**src/hdl/jsu_pkg.sv**
```systemverilog
// shared types and constants for the json string unescaper
package jsu_pkg;

   localparam int unsigned QUEUE_DEPTH = 4;

   localparam logic [7:0] CHAR_QUOTE     = 8'h22;
   localparam logic [7:0] CHAR_BACKSLASH = 8'h5C;
   localparam logic [7:0] CHAR_SPACE     = 8'h20;
   localparam logic [7:0] CHAR_DEL       = 8'h7F;

   localparam logic [7:0] UTF8_LEAD2 = 8'hC0;
   localparam logic [7:0] UTF8_LEAD3 = 8'hE0;
   localparam logic [7:0] UTF8_CONT  = 8'h80;

   typedef enum logic [1:0] {
      KIND_DATA  = 2'd0,
      KIND_END   = 2'd1,
      KIND_ERROR = 2'd2
   } kind_type;

   // one unit of work for the back end: a finished single result,
   // or a code point that still has to be expanded to utf-8
   typedef struct packed {
      logic        utf8;
      logic [15:0] value;
      kind_type    kind;
   } op_type;

endpackage

```
**src/hdl/json_string_unescape_core.sv**
```systemverilog
// json string unescaper top level: front end, op queue and back end
//
// Bytes of a string body (after the opening quote) go in on the req_ side:
// a byte is taken at a clock edge where req_push is high and req_full low.
// Results come out on the rsp_ side: while rsp_empty is low the oldest
// result is on rsp_out_byte, rsp_kind and rsp_last, and it is taken at an
// edge where rsp_pop is high. rsp_kind is 0 for a data byte, 1 for the
// closing quote and 2 for an error; rsp_last marks the final result of a
// byte. Backslash, 'u' and the first three hex digits give no result.
// One byte is taken per cycle while req_full is low. Results go through
// the op queue and the output register. A \u escape of two or three utf-8
// bytes holds the back end while it puts them out, one per cycle while
// rsp_pop is high; the op queue in between (QUEUE_DEPTH entries) absorbs
// that while the front keeps taking bytes. While rsp_pop stays low the
// output register holds its result, the queue fills and req_full rises;
// nothing is dropped. Reset clears the escape state, the queue and the
// output valid flag; the block takes bytes as soon as reset is released.
module json_string_unescape_core #(
   parameter int unsigned QUEUE_DEPTH = jsu_pkg::QUEUE_DEPTH
) (
   input  logic       clock,
   input  logic       reset,
   input  logic       req_push,
   output logic       req_full,
   input  logic [7:0] req_in_byte,
   output logic       rsp_empty,
   input  logic       rsp_pop,
   output logic [7:0] rsp_out_byte,
   output logic [1:0] rsp_kind,
   output logic       rsp_last
);
   import jsu_pkg::*;

   logic   accept;
   logic   op_valid;
   op_type op;
   logic   q_full, q_empty, q_pop;
   op_type q_head;

   assign req_full = q_full;
   assign accept   = req_push && !q_full;

   jsu_front u_front (
      .clock    (clock),
      .reset    (reset),
      .accept   (accept),
      .in_byte  (req_in_byte),
      .op_valid (op_valid),
      .op       (op)
   );

   jsu_queue #(
      .DEPTH (QUEUE_DEPTH)
   ) u_queue (
      .clock   (clock),
      .reset   (reset),
      .push    (accept && op_valid),
      .push_op (op),
      .full    (q_full),
      .pop     (q_pop),
      .head_op (q_head),
      .empty   (q_empty)
   );

   jsu_back u_back (
      .clock        (clock),
      .reset        (reset),
      .head_op      (q_head),
      .head_empty   (q_empty),
      .head_pop     (q_pop),
      .rsp_empty    (rsp_empty),
      .rsp_pop      (rsp_pop),
      .rsp_out_byte (rsp_out_byte),
      .rsp_kind     (rsp_kind),
      .rsp_last     (rsp_last)
   );

`ifndef SYNTH
   // end and error results are always the only result of their byte
   assert property (@(posedge clock) disable iff (reset)
      (!rsp_empty && rsp_kind != KIND_DATA) |-> (rsp_last && rsp_out_byte == 8'h00))
      else $error("end or error result not marked last");

   // the back end never pulls from an empty queue
   assert property (@(posedge clock) disable iff (reset)
      q_pop |-> !q_empty)
      else $error("op queue popped while empty");

   // output register is empty after reset
   assert property (@(posedge clock)
      (!reset && $past(reset)) |-> rsp_empty)
      else $error("result pending right after reset");
`endif

endmodule

```
**src/hdl/jsu_front.sv**
```systemverilog
// front end: escape state machine, maps each raw byte to an op or none
module jsu_front (
   input  logic            clock,
   input  logic            reset,
   input  logic            accept,
   input  logic [7:0]      in_byte,
   output logic            op_valid,
   output jsu_pkg::op_type op
);
   import jsu_pkg::*;

   typedef enum logic [5:0] {
      MODE_NORMAL = 6'b000001,
      MODE_ESCAPE = 6'b000010,
      MODE_HEX0   = 6'b000100,
      MODE_HEX1   = 6'b001000,
      MODE_HEX2   = 6'b010000,
      MODE_HEX3   = 6'b100000
   } mode_type;

   mode_type    mode_ff, mode_in;
   logic [11:0] hex_ff, hex_in;
   logic        digit_ok;
   logic [3:0]  digit;

   always_comb begin
      digit_ok = 1'b1;
      digit    = 4'd0;
      case (in_byte) inside
         [8'h30:8'h39]: digit = in_byte[3:0];
         [8'h41:8'h46], [8'h61:8'h66]: digit = in_byte[3:0] + 4'd9;
         default: digit_ok = 1'b0;
      endcase
   end

   always_comb begin
      mode_in  = mode_ff;
      hex_in   = hex_ff;
      op_valid = 1'b0;
      op.utf8  = 1'b0;
      op.value = {8'h00, in_byte};
      op.kind  = KIND_DATA;
      case (mode_ff)
         MODE_ESCAPE: begin
            mode_in  = MODE_NORMAL;
            op_valid = 1'b1;
            case (in_byte)
               "n":  op.value = 16'h000A;
               "r":  op.value = 16'h000D;
               "t":  op.value = 16'h0009;
               "b":  op.value = 16'h0008;
               "f":  op.value = 16'h000C;
               "\"", "\\", "/": op.value = {8'h00, in_byte};
               "u": begin
                  op_valid = 1'b0;
                  mode_in  = MODE_HEX0;
                  hex_in   = '0;
               end
               default: begin
                  op.value = '0;
                  op.kind  = KIND_ERROR;
                  hex_in   = '0;
               end
            endcase
         end
         MODE_HEX0, MODE_HEX1, MODE_HEX2, MODE_HEX3: begin
            if (!digit_ok) begin
               op_valid = 1'b1;
               op.value = '0;
               op.kind  = KIND_ERROR;
               mode_in  = MODE_NORMAL;
               hex_in   = '0;
            end else if (mode_ff == MODE_HEX3) begin
               op_valid = 1'b1;
               op.utf8  = 1'b1;
               op.value = {hex_ff, digit};
               mode_in  = MODE_NORMAL;
               hex_in   = '0;
            end else begin
               hex_in = {hex_ff[7:0], digit};
               case (mode_ff)
                  MODE_HEX0: mode_in = MODE_HEX1;
                  MODE_HEX1: mode_in = MODE_HEX2;
                  default:   mode_in = MODE_HEX3;
               endcase
            end
         end
         default: begin
            mode_in = MODE_NORMAL;
            hex_in  = '0;
            if (in_byte == CHAR_BACKSLASH) begin
               mode_in = MODE_ESCAPE;
            end else if (in_byte == CHAR_QUOTE) begin
               op_valid = 1'b1;
               op.value = '0;
               op.kind  = KIND_END;
            end else if (in_byte < CHAR_SPACE || in_byte == CHAR_DEL) begin
               op_valid = 1'b1;
               op.value = '0;
               op.kind  = KIND_ERROR;
            end else begin
               op_valid = 1'b1;
            end
         end
      endcase
   end

   always_ff @(posedge clock) begin
      if (reset) begin
         mode_ff <= MODE_NORMAL;
         hex_ff  <= '0;
      end else if (accept) begin
         mode_ff <= mode_in;
         hex_ff  <= hex_in;
      end
   end

endmodule

```
**src/hdl/jsu_queue.sv**
```systemverilog
// short op queue between the front and back ends
module jsu_queue #(
   parameter int unsigned DEPTH = jsu_pkg::QUEUE_DEPTH
) (
   input  logic            clock,
   input  logic            reset,
   input  logic            push,
   input  jsu_pkg::op_type push_op,
   output logic            full,
   input  logic            pop,
   output jsu_pkg::op_type head_op,
   output logic            empty
);
   import jsu_pkg::*;

   localparam int unsigned PTR_W = (DEPTH > 1) ? $clog2(DEPTH) : 1;
   localparam int unsigned CNT_W = $clog2(DEPTH + 1);
   localparam logic [PTR_W-1:0] LAST_PTR = PTR_W'(DEPTH - 1);
   localparam logic [CNT_W-1:0] FULL_CNT = CNT_W'(DEPTH);

   op_type            slot_ff [DEPTH];
   logic [PTR_W-1:0]  wr_ff, wr_in;
   logic [PTR_W-1:0]  rd_ff, rd_in;
   logic [CNT_W-1:0]  count_ff, count_in;

   assign full    = (count_ff == FULL_CNT);
   assign empty   = (count_ff == '0);
   assign head_op = slot_ff[rd_ff];

   always_comb begin
      wr_in    = wr_ff;
      rd_in    = rd_ff;
      count_in = count_ff;
      if (push) begin
         wr_in = (wr_ff == LAST_PTR) ? '0 : wr_ff + 1'b1;
      end
      if (pop) begin
         rd_in = (rd_ff == LAST_PTR) ? '0 : rd_ff + 1'b1;
      end
      if (push && !pop) begin
         count_in = count_ff + 1'b1;
      end else if (pop && !push) begin
         count_in = count_ff - 1'b1;
      end
   end

   always_ff @(posedge clock) begin
      if (push) begin
         slot_ff[wr_ff] <= push_op;
      end
   end

   always_ff @(posedge clock) begin
      if (reset) begin
         wr_ff    <= '0;
         rd_ff    <= '0;
         count_ff <= '0;
      end else begin
         wr_ff    <= wr_in;
         rd_ff    <= rd_in;
         count_ff <= count_in;
      end
   end

endmodule

```
**src/hdl/jsu_back.sv**
```systemverilog
// back end: expands ops into result bytes and holds the output register
module jsu_back (
   input  logic               clock,
   input  logic               reset,
   input  jsu_pkg::op_type    head_op,
   input  logic               head_empty,
   output logic               head_pop,
   output logic               rsp_empty,
   input  logic               rsp_pop,
   output logic [7:0]         rsp_out_byte,
   output logic [1:0]         rsp_kind,
   output logic               rsp_last
);
   import jsu_pkg::*;

   logic [1:0] step_ff, step_in;
   logic       valid_ff, valid_in;
   logic [7:0] byte_ff, byte_in;
   kind_type   kind_ff;
   logic       last_ff, last_in;
   logic       load;
   logic       below_80, below_800;
   logic [15:0] cp;

   assign cp        = head_op.value;
   assign below_80  = (cp[15:7] == '0);
   assign below_800 = (cp[15:11] == '0);

   // pick the utf-8 byte for the current step of a code point
   always_comb begin
      byte_in = cp[7:0];
      last_in = 1'b1;
      if (head_op.utf8) begin
         case (step_ff)
            2'd0: begin
               if (below_80) begin
                  byte_in = cp[7:0];
               end else if (below_800) begin
                  byte_in = UTF8_LEAD2 | {3'b000, cp[10:6]};
                  last_in = 1'b0;
               end else begin
                  byte_in = UTF8_LEAD3 | {4'b0000, cp[15:12]};
                  last_in = 1'b0;
               end
            end
            2'd1: begin
               if (below_800) begin
                  byte_in = UTF8_CONT | {2'b00, cp[5:0]};
               end else begin
                  byte_in = UTF8_CONT | {2'b00, cp[11:6]};
                  last_in = 1'b0;
               end
            end
            default: byte_in = UTF8_CONT | {2'b00, cp[5:0]};
         endcase
      end
   end

   assign load     = !head_empty && (!valid_ff || rsp_pop);
   assign head_pop = load && last_in;

   always_comb begin
      step_in  = step_ff;
      valid_in = valid_ff;
      if (load) begin
         step_in  = last_in ? 2'd0 : step_ff + 2'd1;
         valid_in = 1'b1;
      end else if (rsp_pop) begin
         valid_in = 1'b0;
      end
   end

   always_ff @(posedge clock) begin
      if (reset) begin
         step_ff  <= '0;
         valid_ff <= 1'b0;
      end else begin
         step_ff  <= step_in;
         valid_ff <= valid_in;
      end
   end

   always_ff @(posedge clock) begin
      if (load) begin
         byte_ff <= byte_in;
         kind_ff <= head_op.kind;
         last_ff <= last_in;
      end
   end

   assign rsp_empty    = !valid_ff;
   assign rsp_out_byte = byte_ff;
   assign rsp_kind     = kind_ff;
   assign rsp_last     = last_ff;

endmodule
```
**config.mk**
```make
export PLATFORM = sky130hd
export DESIGN_NAME = json_string_unescape_core
export DESIGN_NICKNAME = d
export VERILOG_FILES = /design/src/hdl/jsu_pkg.sv /design/src/hdl/json_string_unescape_core.sv /design/src/hdl/jsu_front.sv /design/src/hdl/jsu_queue.sv /design/src/hdl/jsu_back.sv
export SDC_FILE = /design/constraint.sdc
export NUM_CORES = 1
export LEC_CHECK = 0
export BUFFER_PORTS_ARGS = -buffer_cell sky130_fd_sc_hd__buf_4
export CORE_MARGIN = 5
export CORE_UTILIZATION = 47
export CTS_BUF_LIST = sky130_fd_sc_hd__clkbuf_4 sky130_fd_sc_hd__clkbuf_8
export CTS_CLUSTER_DIAMETER = 50
export DETAILED_ROUTE_END_ITERATION = 16
export PLACE_DENSITY_LB_ADDON = 0.12
export SLEW_MARGIN = 15
export SYNTH_ARGS = -nofsm -noshare
export SYNTH_HDL_FRONTEND = slang
export SYNTH_SLANG_ARGS = --single-unit
```
**constraint.sdc**
```tcl
create_clock -name clock -period 3.2 [get_ports clock]
set_input_delay 0.64 -clock clock [delete_from_list [all_inputs] [get_ports clock]]
set_output_delay 0.64 -clock clock [all_outputs]
set_load 0.01 [all_outputs]
```
==> summary.txt <==
Setup TNS -> 0 ps
Die area -> 14,100 um^2
DRT Pass-1 Iters -> 4
CTS max path bufs -> 2
Clk slew on worst S/H paths -> 70 ps
Post-CTS setup buffers -> 0
Overflow after GRT -> 0
Vias in the first global route -> 3,638
Placed instance area -> 6010 um^2
CP max FO -> 19
P_sw -> 1.44 mW
Clock power share -> 26.8%
Status -> finished clean
Post-layout instance area -> 6380 um^2
Largest family of logic cells by synthesized area -> simple AND/OR/NAND/NOR gates
Met3 routed WL -> 450 um
Hold buffer count at CTS -> 0
Skew-Pair Late Insertion Delay -> 430 ps
CTS Root Buffer Type -> clkbuf_8
Gr usage total -> 17.2%
PwrDens -> 718 nW/um^2
Nets -> 512
Post-synthesis sequential area ratio -> 57.8%
Sequential share of power -> 42.8%
Clk sink count -> 117
Worst slew margin -> 42.0%
Syn nets -> 467
Post-DR vias/cell -> 5.65
First-pass GRT wire length -> 18.9 mm
Post-Synth XOR/XNOR Area -> 1.10%
Cell taking the most area after synthesis -> edfxtp_1
Top-area cell type share of the netlist area -> 47.0%
Simple-gate area share of the yosys netlist -> 14.4%
FILL cells -> 986
Post-synth EDFFs -> 87
DR iter-0 viols -> 189
Syn_area_per_cell -> 12.6 um^2
WHS Endpoint -> u_back.valid_ff
Post-Synth Adder-Cell Area -> 3.06%
Clock buffer count from CTS -> 17
Sw frac -> 31.6%
Met2 layer wire length in the routed design -> 5.74 mm
Internal -> 3.13 mW
R2R setup slack -> 220 ps
Worst-margin pin slew -> 860 ps
Count leader, synth -> edfxtp_1
Rows -> 39
DRT Wirelength -> 11.3 mm
Wl on met1 -> 4.99 mm
LEAKAGE -> 2.28 nW
RSZ-0062 raised after global routing -> false
Initial core utilization -> 48.3%
Largest net degree at the start of global routing -> 31
Core footprint -> 11,500 um^2
Die Span Y -> 119 um
Synth area leaders -> edfxtp_1 47%, dfxtp_1 11%, mux4_2 7.7%
Ports -> 25
Period utilization -> 93.2%
Yosys warns -> 0
Tmin final -> 2980 ps
Async SR Flop Fraction -> 0%
Fmax -> 0.335 GHz
CTS tree -> yes
Req. time, crit path -> 3570 ps
Synth Instances -> 442
Highest routed metal layer -> met4
Distinct cell type count after synthesis -> 63
Final setup fails -> 0
Routed Antenna Nets -> 0
DRC viols -> 0
Reg2Reg Depth -> 12
Initial antenna violation count -> 0
DP Worst Slack -> 96.7 ps
Netlist Area Pre-Place -> 5560 um^2
Slew Limit Fails -> 0
Type of the worst setup path -> reg2reg
Combinational share of power -> 30.3%
IO Port Bufs -> 24
Die X -> 119 um
Detailed placement HPWL -> 7.83 mm
Synthesis-stage register bit count -> 117
Routed WL per cell -> 17.6 um
Antenna fix cells -> 0
VDD IR max -> 0.000277 V
Clock Skew -> 8.29 ps
Compound-cell area share of the yosys netlist -> 10.4%
Startpoint Class -> register
Synth cell count leaders -> 87 x edfxtp_1, 42 x nor2_1, 30 x dfxtp_1, 30 x nand2_1, 24 x a21oi_1
CP Capture Type -> register
Layout area overhead -> 14.6%
Post-CTS Resized -> 0
Synth Flop Type -> edfxtp_1
H-tree depth -> 4
WHS Path Cells -> 2
GPL Wtd Cong -> 0.894
FF-to-FF End -> u_queue.count_ff[2]
Hold Startpoint -> u_back.valid_ff
Critical Path AT -> 3350 ps
Max Cap Violations -> 0
Min-delay worst type -> reg2reg
Hold Vio Cnt, Final -> 0
Via count -> 3,634
Share of cells above drive strength 1 -> 23.4%
Final setup margin -> 216 ps
Mux cell area share after synthesis -> 10.3%
==> power groups by stage <==
| stage | registers, mW | logic, mW | clock network [mW] |
|---|---|---|---|
| CTS | 1.96 | 1.41 | 1.26 |
| floorplan | 2.02 | 0.914 | 0 |
| global route | 1.98 | 1.54 | 1.34 |
| detailed placement | 1.99 | 1.40 | 0 |
| global placement | 1.99 | 1.39 | 0 |
| finish | 1.96 | 1.39 | 1.23 |
==> layer usage <==
layer | vias up | GRT usage [%]
met4 | 0 | 6.23
met3 | 13 | 5.35
met2 | 79 | 28.8
li1 | 1765 | -
met1 | 1777 | 21.1
met5 | - | 0
==> worst max-delay path by stage <==
stage	startpoint	endpoint	slack (ps)	cells after the start
after global routing	register	u_queue.count_ff[2]	10	12
final	register	u_queue.count_ff[2]	220	12
after global placement	req_in_byte[0]	u_queue.count_ff[2]	180	13
after detailed placement	req_in_byte[0]	u_queue.count_ff[2]	100	13
after floorplan	req_in_byte[0]	u_queue.count_ff[2]	130	13
after CTS	register	u_queue.count_ff[2]	190	12
==> critical path, cell delays in order (launching register included) <==
cell     delay, ps
dfxtp_1        370
buf_12         210
mux4_2         600
nor4_4         320
o31a_1         150
o21a_2         190
inv_1           90
ha_1           230
inv_1           80
fa_1           170
xor2_1          70
or3_1          300
a21oi_1        140
==> placed cells by master, fill, tap and decap left out, types with 9 or more instances in the layout <==
cell and count:
a31o_2 9, a21oi_1 24, nor2_1 42, nand2_1 30
mux2i_1 12, o21ai_0 16, inv_1 15, clkbuf_8 17
nand2b_1 15, and2_1 14, dfxtp_1 30, mux4_2 19
buf_4 48, nand4_1 9, ha_1 12, edfxtp_1 87
==> final cells by class <==
| type | count | area, um^2 | share of cell area (%) |
|---|---|---|---|
| clock buffer | 17 | 234 | 3.67 |
| timing repair buffer | 49 | 380 | 5.97 |
| multi-input combinational | 287 | 2180 | 34.2 |
| clock inverter | 15 | 133 | 2.08 |
| inverter | 15 | 56.3 | 0.883 |
| sequential | 117 | 3210 | 50.4 |
| tap | 143 | 179 | 2.81 |
==> registers in the layout, indices dropped and copies added (netlist names), named ones only <==
name	count
u_queue.slot_ff	76
u_front.hex_ff	12
u_back.rsp_out_byte	8
u_front.mode_ff	6
u_queue.count_ff	3
u_back.rsp_kind	2
u_back.step_ff	2
u_queue.rd_ff	2
u_queue.wr_ff	2
u_back.rsp_last	1
u_back.valid_ff	1
==> metrics by stage <==
step | std cells | utilization (%) | hold WS (ps) | total power, mW
final | 643 | 55.4 | 476 | 4.58
after global routing | 643 | 55.4 | 451 | 4.86
after CTS | 643 | 55.4 | 447 | 4.63
after detailed placement | 611 | 52.2 | 468 | 3.39
after global placement | 611 | 52.2 | 458 | 3.38
after floorplan | 442 | - | 445 | 2.93
==> kinds of logic after synthesis <==
| family | after synthesis |
|---|---|
| compound gates | 85 |
| xor+xnor | 7 |
| fa+ha+maj | 13 |
| buf+inv | 38 |
| flops | 117 |
| mux | 33 |
| simple gates | 149 |
Note: power is estimated with default switching activity, not from simulation.
